## src/lslc_pkg.sv

```systemverilog
package lslc_pkg;

  localparam int unsigned CountW = 16;
  localparam int unsigned LuxW   = 17;
  localparam int unsigned ChW    = 22;
  localparam int unsigned CoefW  = 10;
  localparam int unsigned SegN   = 7;
  localparam int unsigned FifoDepth = 2;

  localparam logic [LuxW-1:0] ClipLux = 17'd65536;

  typedef enum logic [1:0] {
    IT_13MS  = 2'd0,
    IT_101MS = 2'd1,
    IT_402MS = 2'd2,
    IT_SPARE = 2'd3
  } itime_e;

  typedef enum logic [1:0] {
    REG_ITIME = 2'd0,
    REG_GAIN  = 2'd1,
    REG_PKG   = 2'd2,
    REG_NONE  = 2'd3
  } reg_idx_e;

  // word handed from the front end to the back end
  typedef struct packed {
    logic          clipped;
    logic          pkg;
    logic [ChW-1:0] ch0;
    logic [ChW-1:0] ch1;
  } entry_t;

  typedef struct packed {
    itime_e itime;
    logic   gain_high;
    logic   pkg;
  } cfg_t;

  function automatic logic [CoefW-1:0] seg_k(input logic pkg, input logic [2:0] i);
    logic [CoefW-1:0] r;
    r = '0;
    if (!pkg) begin
      case (i)
        3'd0: r = 10'h040; 3'd1: r = 10'h080; 3'd2: r = 10'h0c0; 3'd3: r = 10'h100;
        3'd4: r = 10'h138; 3'd5: r = 10'h19a; 3'd6: r = 10'h29a; default: r = '0;
      endcase
    end else begin
      case (i)
        3'd0: r = 10'h043; 3'd1: r = 10'h085; 3'd2: r = 10'h0c8; 3'd3: r = 10'h10a;
        3'd4: r = 10'h14d; 3'd5: r = 10'h19a; 3'd6: r = 10'h29a; default: r = '0;
      endcase
    end
    return r;
  endfunction

  function automatic logic [CoefW-1:0] seg_b(input logic pkg, input logic [2:0] i);
    logic [CoefW-1:0] r;
    r = '0;
    if (!pkg) begin
      case (i)
        3'd0: r = 10'h1f2; 3'd1: r = 10'h214; 3'd2: r = 10'h23f; 3'd3: r = 10'h270;
        3'd4: r = 10'h16f; 3'd5: r = 10'h0d2; 3'd6: r = 10'h018; default: r = '0;
      endcase
    end else begin
      case (i)
        3'd0: r = 10'h204; 3'd1: r = 10'h228; 3'd2: r = 10'h253; 3'd3: r = 10'h282;
        3'd4: r = 10'h177; 3'd5: r = 10'h101; 3'd6: r = 10'h037; default: r = '0;
      endcase
    end
    return r;
  endfunction

  function automatic logic [CoefW-1:0] seg_m(input logic pkg, input logic [2:0] i);
    logic [CoefW-1:0] r;
    r = '0;
    if (!pkg) begin
      case (i)
        3'd0: r = 10'h1be; 3'd1: r = 10'h2d1; 3'd2: r = 10'h37b; 3'd3: r = 10'h3fe;
        3'd4: r = 10'h1fc; 3'd5: r = 10'h0fb; 3'd6: r = 10'h012; default: r = '0;
      endcase
    end else begin
      case (i)
        3'd0: r = 10'h1ad; 3'd1: r = 10'h2c1; 3'd2: r = 10'h363; 3'd3: r = 10'h3df;
        3'd4: r = 10'h1dd; 3'd5: r = 10'h127; 3'd6: r = 10'h02b; default: r = '0;
      endcase
    end
    return r;
  endfunction

endpackage

```

## src/lslc_in_if.sv

```systemverilog
interface lslc_in_if;
  logic                          valid;
  logic                          ready;
  logic [lslc_pkg::CountW-1:0]   broadband_count;
  logic [lslc_pkg::CountW-1:0]   infrared_count;
  modport source (output valid, broadband_count, infrared_count, input ready);
  modport sink   (input valid, broadband_count, infrared_count, output ready);
endinterface

```

## src/lslc_out_if.sv

```systemverilog
interface lslc_out_if;
  logic                        valid;
  logic                        ready;
  logic [lslc_pkg::LuxW-1:0]   lux;
  logic                        clipped;
  modport source (output valid, lux, clipped, input ready);
  modport sink   (input valid, lux, clipped, output ready);
endinterface

```

## src/lslc_front.sv

```systemverilog
module lslc_front (
  input  lslc_pkg::cfg_t              cfg_i,
  input  logic [lslc_pkg::CountW-1:0] bb_i,
  input  logic [lslc_pkg::CountW-1:0] ir_i,
  output lslc_pkg::entry_t            entry_o
);
  logic [15:0] clip;
  logic [18:0] scale;
  logic [34:0] p0, p1;

  always_comb begin
    unique case (cfg_i.itime)
      lslc_pkg::IT_13MS:  begin clip = 16'd4900;  scale = 19'h07517; end
      lslc_pkg::IT_101MS: begin clip = 16'd37000; scale = 19'h00fe7; end
      default:            begin clip = 16'd65000; scale = 19'h00400; end
    endcase
    if (!cfg_i.gain_high) scale = scale << 4;
    p0 = 35'(bb_i) * 35'(scale);
    p1 = 35'(ir_i) * 35'(scale);
    entry_o.clipped = (bb_i > clip) || (ir_i > clip);
    entry_o.pkg     = cfg_i.pkg;
    // below the clip threshold the products fit in 32 bits
    entry_o.ch0     = p0[31:10];
    entry_o.ch1     = p1[31:10];
  end
endmodule

```

## src/lslc_fifo.sv

```systemverilog
module lslc_fifo #(
  parameter int unsigned Depth = lslc_pkg::FifoDepth
) (
  input  logic             clk_i,
  input  logic             rst_ni,
  input  logic             push_i,
  input  lslc_pkg::entry_t wdata_i,
  output logic             full_o,
  input  logic             pop_i,
  output logic             empty_o,
  output lslc_pkg::entry_t rdata_o
);
  localparam int unsigned PtrW = (Depth > 1) ? $clog2(Depth) : 1;
  localparam int unsigned CntW = $clog2(Depth + 1);

  lslc_pkg::entry_t mem_q [Depth];
  logic [PtrW-1:0] wp_q, rp_q;
  logic [CntW-1:0] cnt_q;

  assign full_o  = (cnt_q == CntW'(Depth));
  assign empty_o = (cnt_q == '0);
  assign rdata_o = mem_q[rp_q];

  always_ff @(posedge clk_i) begin
    if (push_i) mem_q[wp_q] <= wdata_i;
  end

  always_ff @(posedge clk_i or negedge rst_ni) begin
    if (!rst_ni) begin
      wp_q  <= '0;
      rp_q  <= '0;
      cnt_q <= '0;
    end else begin
      if (push_i) wp_q <= (wp_q == PtrW'(Depth - 1)) ? '0 : wp_q + 1'b1;
      if (pop_i)  rp_q <= (rp_q == PtrW'(Depth - 1)) ? '0 : rp_q + 1'b1;
      cnt_q <= cnt_q + CntW'(push_i) - CntW'(pop_i);
    end
  end
endmodule

```

## src/lslc_back.sv

```systemverilog
module lslc_back (
  input  logic                       clk_i,
  input  logic                       rst_ni,
  input  logic                       avail_i,
  input  lslc_pkg::entry_t           entry_i,
  output logic                       pop_o,
  output logic                       valid_o,
  input  logic                       ready_i,
  output logic [lslc_pkg::LuxW-1:0]  lux_o,
  output logic                       clipped_o
);
  localparam int unsigned ChW = lslc_pkg::ChW;
  localparam int unsigned CoefW = lslc_pkg::CoefW;

  logic en;
  logic a_vld_q, b_vld_q, o_vld_q;

  // stage A: segment choice and coefficient lookup
  logic            a_clip_q;
  logic [ChW-1:0]  a_ch0_q, a_ch1_q;
  logic [CoefW-1:0] a_b_q, a_m_q;
  // stage B: products
  logic            b_clip_q;
  logic [31:0]     b_t0_q, b_t1_q;
  logic [lslc_pkg::LuxW-1:0] lux_q;
  logic            clip_q;

  logic [2:0]  seg;
  logic [31:0] ir_shift;
  logic [32:0] lim;
  logic [32:0] diff;

  assign en    = !o_vld_q || ready_i;
  assign pop_o = avail_i && en;

  // rounded ratio <= k  <=>  ch1*1024 < (2k+1)*ch0
  always_comb begin
    ir_shift = {entry_i.ch1[ChW-1:0], 10'b0};
    seg = 3'd7;
    lim = '0;
    for (int i = lslc_pkg::SegN - 1; i >= 0; i--) begin
      lim = 33'(entry_i.ch0) *
            33'({lslc_pkg::seg_k(entry_i.pkg, 3'(i)), 1'b1});
      if (33'(ir_shift) < lim) seg = 3'(i);
    end
    if (entry_i.ch0 == '0) seg = 3'd0;
  end

  always_comb begin
    diff = (b_t0_q > b_t1_q) ? 33'(b_t0_q - b_t1_q) : '0;
    diff = diff + 33'(1 << 13);
  end

  always_ff @(posedge clk_i) begin
    if (en) begin
      a_clip_q <= entry_i.clipped;
      a_ch0_q  <= entry_i.ch0;
      a_ch1_q  <= entry_i.ch1;
      a_b_q    <= lslc_pkg::seg_b(entry_i.pkg, seg);
      a_m_q    <= lslc_pkg::seg_m(entry_i.pkg, seg);
      b_clip_q <= a_clip_q;
      b_t0_q   <= 32'(a_ch0_q * 32'(a_b_q));
      b_t1_q   <= 32'(a_ch1_q * 32'(a_m_q));
      clip_q   <= b_clip_q;
      lux_q    <= b_clip_q ? lslc_pkg::ClipLux : diff[30:14];
    end
  end

  always_ff @(posedge clk_i or negedge rst_ni) begin
    if (!rst_ni) begin
      a_vld_q <= 1'b0;
      b_vld_q <= 1'b0;
      o_vld_q <= 1'b0;
    end else if (en) begin
      a_vld_q <= avail_i;
      b_vld_q <= a_vld_q;
      o_vld_q <= b_vld_q;
    end
  end

  assign valid_o   = o_vld_q;
  assign lux_o     = lux_q;
  assign clipped_o = clip_q;
endmodule

```

## src/light_sensor_lux_calc_top.sv

```systemverilog
// Lux calculator for a two-channel (broadband + infrared) light sensor. One count pair
// is taken per clock when the output is drained; each result passes from its accepted pair
// through front scaling into a two-word queue, then segment lookup, products and
// rounding in a three-stage back end. Throughput is one word per cycle while the output
// is ready, set by the back-end pipeline. Registers at 0x0 integration time, 0x4 gain,
// 0x8 package table; write them only while idle.
module light_sensor_lux_calc_top #(
  parameter int unsigned FifoDepth = lslc_pkg::FifoDepth
) (
  input  logic        clk_i,
  input  logic        rst_ni,
  lslc_in_if.sink     in_ch,
  lslc_out_if.source  out_ch,
  input  logic        psel,
  input  logic        penable,
  input  logic        pwrite,
  input  logic [3:0]  paddr,
  input  logic [31:0] pwdata,
  output logic [31:0] prdata,
  output logic        pready
);
  lslc_pkg::cfg_t   cfg_q;
  lslc_pkg::entry_t f_entry, q_entry;
  logic full, empty, pop;
  lslc_pkg::reg_idx_e idx;
  logic wr;

  assign pready = 1'b1;
  assign idx    = lslc_pkg::reg_idx_e'(paddr[3:2]);
  assign wr     = psel && penable && pwrite;

  always_ff @(posedge clk_i or negedge rst_ni) begin
    if (!rst_ni) begin
      cfg_q.itime     <= lslc_pkg::IT_402MS;
      cfg_q.gain_high <= 1'b0;
      cfg_q.pkg       <= 1'b0;
    end else if (wr) begin
      unique case (idx)
        lslc_pkg::REG_ITIME: cfg_q.itime     <= lslc_pkg::itime_e'(pwdata[1:0]);
        lslc_pkg::REG_GAIN:  cfg_q.gain_high <= pwdata[0];
        lslc_pkg::REG_PKG:   cfg_q.pkg       <= pwdata[0];
        default: ;
      endcase
    end
  end

  always_comb begin
    unique case (idx)
      lslc_pkg::REG_ITIME: prdata = {30'b0, cfg_q.itime};
      lslc_pkg::REG_GAIN:  prdata = {31'b0, cfg_q.gain_high};
      lslc_pkg::REG_PKG:   prdata = {31'b0, cfg_q.pkg};
      default:             prdata = '0;
    endcase
  end

  assign in_ch.ready = !full;

  lslc_front u_front (
    .cfg_i   (cfg_q),
    .bb_i    (in_ch.broadband_count),
    .ir_i    (in_ch.infrared_count),
    .entry_o (f_entry)
  );

  lslc_fifo #(.Depth(FifoDepth)) u_fifo (
    .clk_i   (clk_i),
    .rst_ni  (rst_ni),
    .push_i  (in_ch.valid && !full),
    .wdata_i (f_entry),
    .full_o  (full),
    .pop_i   (pop),
    .empty_o (empty),
    .rdata_o (q_entry)
  );

  lslc_back u_back (
    .clk_i     (clk_i),
    .rst_ni    (rst_ni),
    .avail_i   (!empty),
    .entry_i   (q_entry),
    .pop_o     (pop),
    .valid_o   (out_ch.valid),
    .ready_i   (out_ch.ready),
    .lux_o     (out_ch.lux),
    .clipped_o (out_ch.clipped)
  );

  // words in flight: queue plus three back-end stages
  logic [3:0] inflight_q;
  always_ff @(posedge clk_i or negedge rst_ni) begin
    if (!rst_ni) inflight_q <= '0;
    else inflight_q <= inflight_q + 4'(in_ch.valid && in_ch.ready)
                                  - 4'(out_ch.valid && out_ch.ready);
  end

  a_clip_lux: assert property (@(posedge clk_i) disable iff (!rst_ni)
    out_ch.valid && out_ch.clipped |-> out_ch.lux == lslc_pkg::ClipLux)
    else $error("clipped word without clip value");

  a_inflight: assert property (@(posedge clk_i) disable iff (!rst_ni)
    inflight_q <= 4'(FifoDepth + 3))
    else $error("more words in flight than storage");

  a_no_phantom: assert property (@(posedge clk_i) disable iff (!rst_ni)
    out_ch.valid |-> inflight_q != '0)
    else $error("output word with nothing accepted");
endmodule

```

## src/flat_wrapper.sv

```systemverilog
// flat-port wrapper written by rule: the top's interface ports become plain ports
module light_sensor_lux_calc_top_flat 
#(
  parameter int unsigned FifoDepth = lslc_pkg::FifoDepth
)
  (clk_i, rst_ni, psel, penable, pwrite, paddr, pwdata, prdata, pready, in_ch_valid, in_ch_broadband_count, in_ch_infrared_count, in_ch_ready, out_ch_valid, out_ch_lux, out_ch_clipped, out_ch_ready);
  lslc_in_if in_ch_i ();
  lslc_out_if out_ch_i ();
  input  logic clk_i;
  input  logic rst_ni;
  input  logic psel;
  input  logic penable;
  input  logic pwrite;
  input  logic [3:0] paddr;
  input  logic [31:0] pwdata;
  output logic [31:0] prdata;
  output logic pready;
  input wire logic [$bits(in_ch_i.valid)-1:0] in_ch_valid;
  input wire logic [$bits(in_ch_i.broadband_count)-1:0] in_ch_broadband_count;
  input wire logic [$bits(in_ch_i.infrared_count)-1:0] in_ch_infrared_count;
  output wire logic [$bits(in_ch_i.ready)-1:0] in_ch_ready;
  output wire logic [$bits(out_ch_i.valid)-1:0] out_ch_valid;
  output wire logic [$bits(out_ch_i.lux)-1:0] out_ch_lux;
  output wire logic [$bits(out_ch_i.clipped)-1:0] out_ch_clipped;
  input wire logic [$bits(out_ch_i.ready)-1:0] out_ch_ready;
  assign in_ch_i.valid = in_ch_valid;
  assign in_ch_i.broadband_count = in_ch_broadband_count;
  assign in_ch_i.infrared_count = in_ch_infrared_count;
  assign in_ch_ready = in_ch_i.ready;
  assign out_ch_valid = out_ch_i.valid;
  assign out_ch_lux = out_ch_i.lux;
  assign out_ch_clipped = out_ch_i.clipped;
  assign out_ch_i.ready = out_ch_ready;
  light_sensor_lux_calc_top #(.FifoDepth(FifoDepth)) u_core (.clk_i(clk_i), .rst_ni(rst_ni), .in_ch(in_ch_i), .out_ch(out_ch_i), .psel(psel), .penable(penable), .pwrite(pwrite), .paddr(paddr), .pwdata(pwdata), .prdata(prdata), .pready(pready));
endmodule
```

## config.mk

```make
export PLATFORM = sky130hd
export DESIGN_NAME = light_sensor_lux_calc_top_flat
export DESIGN_NICKNAME = d
export VERILOG_FILES = /design/src/lslc_pkg.sv /design/src/lslc_in_if.sv /design/src/lslc_out_if.sv /design/src/lslc_front.sv /design/src/lslc_fifo.sv /design/src/lslc_back.sv /design/src/light_sensor_lux_calc_top.sv /design/src/flat_wrapper.sv
export SDC_FILE = /design/constraint.sdc
export NUM_CORES = 2
export LEC_CHECK = 0
export BUFFER_PORTS_ARGS = -buffer_cell sky130_fd_sc_hd__buf_2
export CAP_MARGIN = 20
export CORE_MARGIN = 1
export CORE_UTILIZATION = 40
export CTS_BUF_LIST = sky130_fd_sc_hd__clkbuf_4
export DETAILED_ROUTE_END_ITERATION = 16
export MAX_ROUTING_LAYER = met4
export SLEW_MARGIN = 10
export SYNTH_ARGS = -nofsm -noshare
export SYNTH_HDL_FRONTEND = slang
export SYNTH_SLANG_ARGS = --single-unit
```

## constraint.sdc

```tcl
create_clock -name clk_i -period 12.85 [get_ports clk_i]
set_input_delay 0.6425 -clock clk_i [delete_from_list [all_inputs] [get_ports clk_i]]
set_output_delay 0.6425 -clock clk_i [all_outputs]
set_load 0.005 [all_outputs]
```

* Yosys cells after proc, flatten, opt, wreduce, memory -nomap -nowiden *
Memories as Yosys holds them, arrays and structs flattened.
Cells that the tools add are included.

storage, ports and cells
  logic and storage cells = 102
  memories = 1
  register bits = 159
  input port bits = 75
  output and inout bits = 53
  memory bits (writable) = 92

cells by class
  eq/ne operators = 10
  $lt $le $gt $ge = 10
  add/sub/neg operators = 6
  reductions and logical operators = 17
  $mul = 11
  mux-type cells = 28

memories
  memory               words  width  read ports  clocked after memory_dff  write ports  RTL line         RTL
  u_core.u_fifo.mem_q  2      46     1           0                         1            lslc_fifo.sv:16  lslc_pkg::entry_t mem_q [Depth];

operators with widths
  operator                                                                number
  10-bit case mux with 7 select lines                                     4
  32-bit by 33-bit less-than comparator with 1-bit output                 6
  22-bit by 11-bit multiplier with 33-bit output                          5
  16-bit by 19-bit multiplier with 32-bit output                          2
  22-bit by 10-bit multiplier with 32-bit output                          2
  22-bit by 11-bit multiplier with 33-bit output (second input constant)  1
  16-bit > comparator                                                     2
  32-bit > comparator                                                     1
  32-bit less-than comparator                                             1
  22-bit by 10-bit multiplier with 32-bit output (second input constant)  1
  16-bit case mux with 2 select lines                                     1
  31-bit by 14-bit adder with 31-bit output (second input constant)       1
  31-bit 2-to-1 mux                                                       1
  31-bit subtractor                                                       1
  15-bit case mux with 2 select lines                                     1
  3-bit 2-to-1 mux                                                        8
  22-bit logical NOT                                                      1
  10-bit 2-to-1 mux                                                       2
  19-bit 2-to-1 mux                                                       1
  3-bit equality test (second input constant)                             3
  4-bit 2-to-1 mux                                                        2
  7-bit 2-to-1 mux                                                        1
  3-bit by 2-bit equality test with 1-bit output (second input constant)  2
  2-bit logical NOT                                                       3
  14 further kinds                                                        29

* Logic depth before layout (Yosys ltp) *
An unclocked memory read counts as a cell.

  word-level depth = 14
  depth in mapped cells = 41
  depth with buffers taken out = 38

* Cells and area by module *
Synthesis repeated with hierarchy kept, for this count alone.

unflattened totals
  cell total of the unflattened synthesis = 7292
  area, all modules = 69311.5 sq um

modules (own cells, without submodules)
  module                     cells an instance  instances  sequential area each (sq um)  area each (sq um)
  lslc_back                  5170               1          4519.3                        47857.1
  lslc_front                 1912               1          0.0                           17340.4
  lslc_fifo                  158                1          2862.7                        3639.7
  light_sensor_lux_calc_top  52                 1          101.3                         474.2

* Worst setup path before layout *
Ideal clock, no wire load.

  kind = register to register
  from = reg u_core.u_fifo.rp_q
  to = reg u_core.u_back.a_m_q[2] (data pin)
  data arrival time = 10.676 ns
  data required time = 12.587 ns
  cell stages (with the launch flop) = 41
  buffers on the path = 5
  path slack = 1.912 ns
  period minus slack after synthesis = 10.938 ns
  cell sequence = dfrtp_1 buf_2 buf_1 clkbuf_1 buf_1 mux2i_1 inv_1 nand2_1 inv_1 fa_1 fa_1 fa_1 fa_1 inv_1 fa_1 inv_1 ha_1 a21o_1 [... 5 more ...] o21bai_1 nand3_1 a31o_2 a21oi_1 xor2_1 ha_1 nand4_1 nor4_1 o211a_1 o2111ai_1 or4_1 a31oi_1 o211ai_1 o211ai_1 or3b_2 clkbuf_1 a21oi_1 o21ai_0

RTL lines
  item                    RTL line         RTL
  from (decl)             lslc_fifo.sv:17  logic [PtrW-1:0] wp_q, rp_q;
  from (signal assigned)  lslc_fifo.sv:35  if (pop_i) rp_q <= (rp_q == PtrW'(Depth - 1)) ? '0 : rp_q + 1'b1;
  to (signal assigned)    lslc_back.sv:60  a_m_q <= lslc_pkg::seg_m(entry_i.pkg, seg);
  to (decl)               lslc_back.sv:21  logic [CoefW-1:0] a_b_q, a_m_q;

==> results.yml <==
outcome:
  status: "complete, no violations"
clock_network:
  clk_pin_slew_ns: 0.06
  post_cts_buffers: 0
  cts_root_buf: "clkbuf_4"
  cts_buffer_depth: 3
  htree_levels: 3
  cts_made_buffers: 74
  cts_sinks: 251
  clkLatencyLatePin_ns: 1.04
  cts_tree: "done"
die:
  core_area_um2: 170000
  die_h_um: 416
  die_area_um2: 173000
  core.rowCount: 151
  pin_count: 128
  start_util_pct: 40.3
  die_w_um: 416
synthesis:
  netlist_instances: 7251
  synth_seq_area_share_pct: 10.9
  synthFlopType: "edfxtp_1"
  async_reset_ff_share_pct: 4.38
  synth_edf_count: 240
  netlist_area_um2: 68400
  ys_types: 86
  synth_warnings: 0
  syn_avg_cell_area_um2: 9.43
  synth_seq_cells: 251
layout:
  final_nets: 9624
  drive_gt1_share_pct: 4.59
  flow.area_growth_from_synthesis_pct: 5.95
  design_area_um2: 72500
  final-instance-count-excl-fill: 9587
  multi_input_comb_area_um2: 54100
  regArea_um2: 7480
  fillers: 16658
route:
  first_pass_iters: 6
  drt_iter0_drc: 2557
  via_count: 49480
  vias_per_cell: 5.16
  route.detailed.drc: 0
  finalWirelength_mm: 183
  routedWlPerCell_um: 19.1
  ant_nets: 0
placed_design:
  place_inst: 9430
  placed_cell_area_um2: 71300
  gp_congestion: 0.923
  hpwl_mm: 152
  port_buffers: 64
timing:
  rsz0062_at_grt: "false"
  tightest_slew_ns: 1.30
  setup_viol: 0
  tns_ns: 0
  period_share_pct: 87.7
  fin_crit_ns: 11.27
  fin_worst_skew_ns: 0.107
  max_freq_ghz: 0.0887
  maxSlewViolCount: 0
  hold_viol_final: 0
  slew_headroom_pct: 13.5
global_routing:
  grt_first_pass_wirelength_mm: 294
  first_global_vias: 54011
  grt_use_total_pct: 22.4
  antenna_found_initial: 8
  gr-total-overflow: 0
  grt_start_max_net_pins: 77
critical_path:
  critPathArrivalTime_ns: 11.99
  crit_type: "flip-flop to flip-flop"
  critPathCaptureType: "flip-flop"
  crit_required_ns: 13.57
  cpPeakStageDelay_ns: 0.61
  crit_start: "u_core.u_fifo.rp_q"
  crit_fanout: 42
  worstReg2RegStart: "u_core.u_fifo.rp_q"
  crit_path_top_delay_cell: "or4_1"
  crit_path_start_kind: "flip-flop"
  crit_top_cell: "fa_1"
worst_hold_path:
  hold_class: "primary input to asynchronous set/reset pin"
flow_run:
  drv_cap: 0
## final timing paths
kind                                                to  slack [ns]  cells past startpoint
worst max-delay path            u_core.u_back.a_m_q[2]        1.58                     38
worst min-delay path                u_core.u_fifo.wp_q        0.14                      2
worst max register to register  u_core.u_back.a_m_q[2]        1.58                     38
worst min register to register  u_core.u_back.b_clip_q        0.45                      0
max in group asynchronous              u_core.cfg_q[0]       11.83                      3
min in group clk_i               u_core.u_back.a_vld_q        0.18                      3
## what timing repair did
action                    in CTS  in global routing
hold endpoints to repair      16                  0
hold buffers                   9                  0
gates resized for setup        0                  0
## cell type report
| cell class | instances | share of cell area, % |
|---|---|---|
| diodes | 12 | 0.0414 |
| clock buffers | 96 | 0.994 |
| repair buffers | 145 | 1.31 |
| well taps | 2218 | 3.83 |
| multi-input cells | 5204 | 74.7 |
| clock inverters | 40 | 0.419 |
| flip-flops and latches | 251 | 10.3 |
| inverters | 1621 | 8.40 |
## synthesized netlist by cell type (all sizes together), types with 18 or more instances
library cell  instances  area [µm²]
clkbuf              157         591
o21a                 57         428
nand4                52         325
buf                  47         303
nand3               105         526
nor3                 75         375
a211oi               35         263
mux2                 32         360
fa                 1147       23000
nor4                 19         119
a21o                123         923
and3                 42         268
nand2               616        2310
nor2b                42         263
a31oi                34         213
o211ai               29         218
o21bai               39         293
and2                299        1870
ha                 1105       13800
nor2                295        1110
or3                  24         150
a21oi               252        1260
edfxtp              240        7210
o21ai               150         754
mux2i                26         273
inv                1619        6080
or2                  18         113
xnor2               164        1440
xor2                127        1110
nand2b               44         275
## worst max-delay path: cells and delay by family (launching register included)
family / cells / cell delay [ns]
buffers and inverters: 7 / 1.60
multiplexers: 1 / 0.19
adder cells (fa/ha/maj): 7 / 3.24
AND/OR/NAND/NOR: 7 / 2.02
XOR/XNOR: 1 / 0.11
flip-flops: 1 / 0.57
AO/OA/AOI/OAI: 15 / 3.30
## metrics by stage
| step | setup slack, ns | hold slack [ns] | utilization [%] |
|---|---|---|---|
| 2_1_floorplan | 1.91 | 0.347 | - |
| 3_3_place_gp | 1.60 | 0.403 | 42.0 |
| 3_5_place_dp | 1.55 | 0.425 | 42.0 |
| 4_1_cts | 1.59 | 0.0125 | 42.7 |
| 5_1_grt | 1.03 | 0.0586 | 42.7 |
| 6_report | 1.58 | 0.142 | 42.7 |
## cell families after synthesis
logic type | after synthesis | synth area share (%)
xor gates and xnor gates | 291 | 3.73
other | 2 | 0.0110
buffers and inverters | 1825 | 10.2
muxes | 58 | 0.925
DFF | 251 | 10.9
AOI/OAI and AO/OA | 891 | 8.55
and+or+nand+nor | 1681 | 11.9
adders and majority gates | 2252 | 53.8
## flip-flops by register name, summed over array words and instances (netlist names)
name	count
u_core.cfg_q	4
u_core.u_back.a_b_q	10
u_core.u_back.a_ch0_q	22
u_core.u_back.a_ch1_q	22
u_core.u_back.a_clip_q	1
u_core.u_back.a_m_q	10
u_core.u_back.a_vld_q	1
u_core.u_back.b_clip_q	1
u_core.u_back.b_t0_q	32
u_core.u_back.b_t1_q	32
u_core.u_back.b_vld_q	1
u_core.u_back.clipped_o	1
u_core.u_back.lux_o	17
u_core.u_back.valid_o	1
u_core.u_fifo.cnt_q	2
u_core.u_fifo.mem_q	92
u_core.u_fifo.rp_q	1
u_core.u_fifo.wp_q	1
## cells in the final DEF (no fill, tap or decap), drive strengths merged, types with 127 or more instances in the layout
master	n
a21oi	252
ha	1105
xor2	127
nand2	616
o21ai	150
buf	136
xnor2	164
fa	1147
edfxtp	240
nor2	295
and2	299
inv	1623
## routing by layer
metal	track usage [%]	part of all wire (%)
met2	39.1	50
met5	-	0
met3	2.48	4.1
met4	8.07	3.8
met1	26.7	42
Power is not shown: default switching activity piles up to over one toggle a cycle in this logic, so the estimate is an artifact.
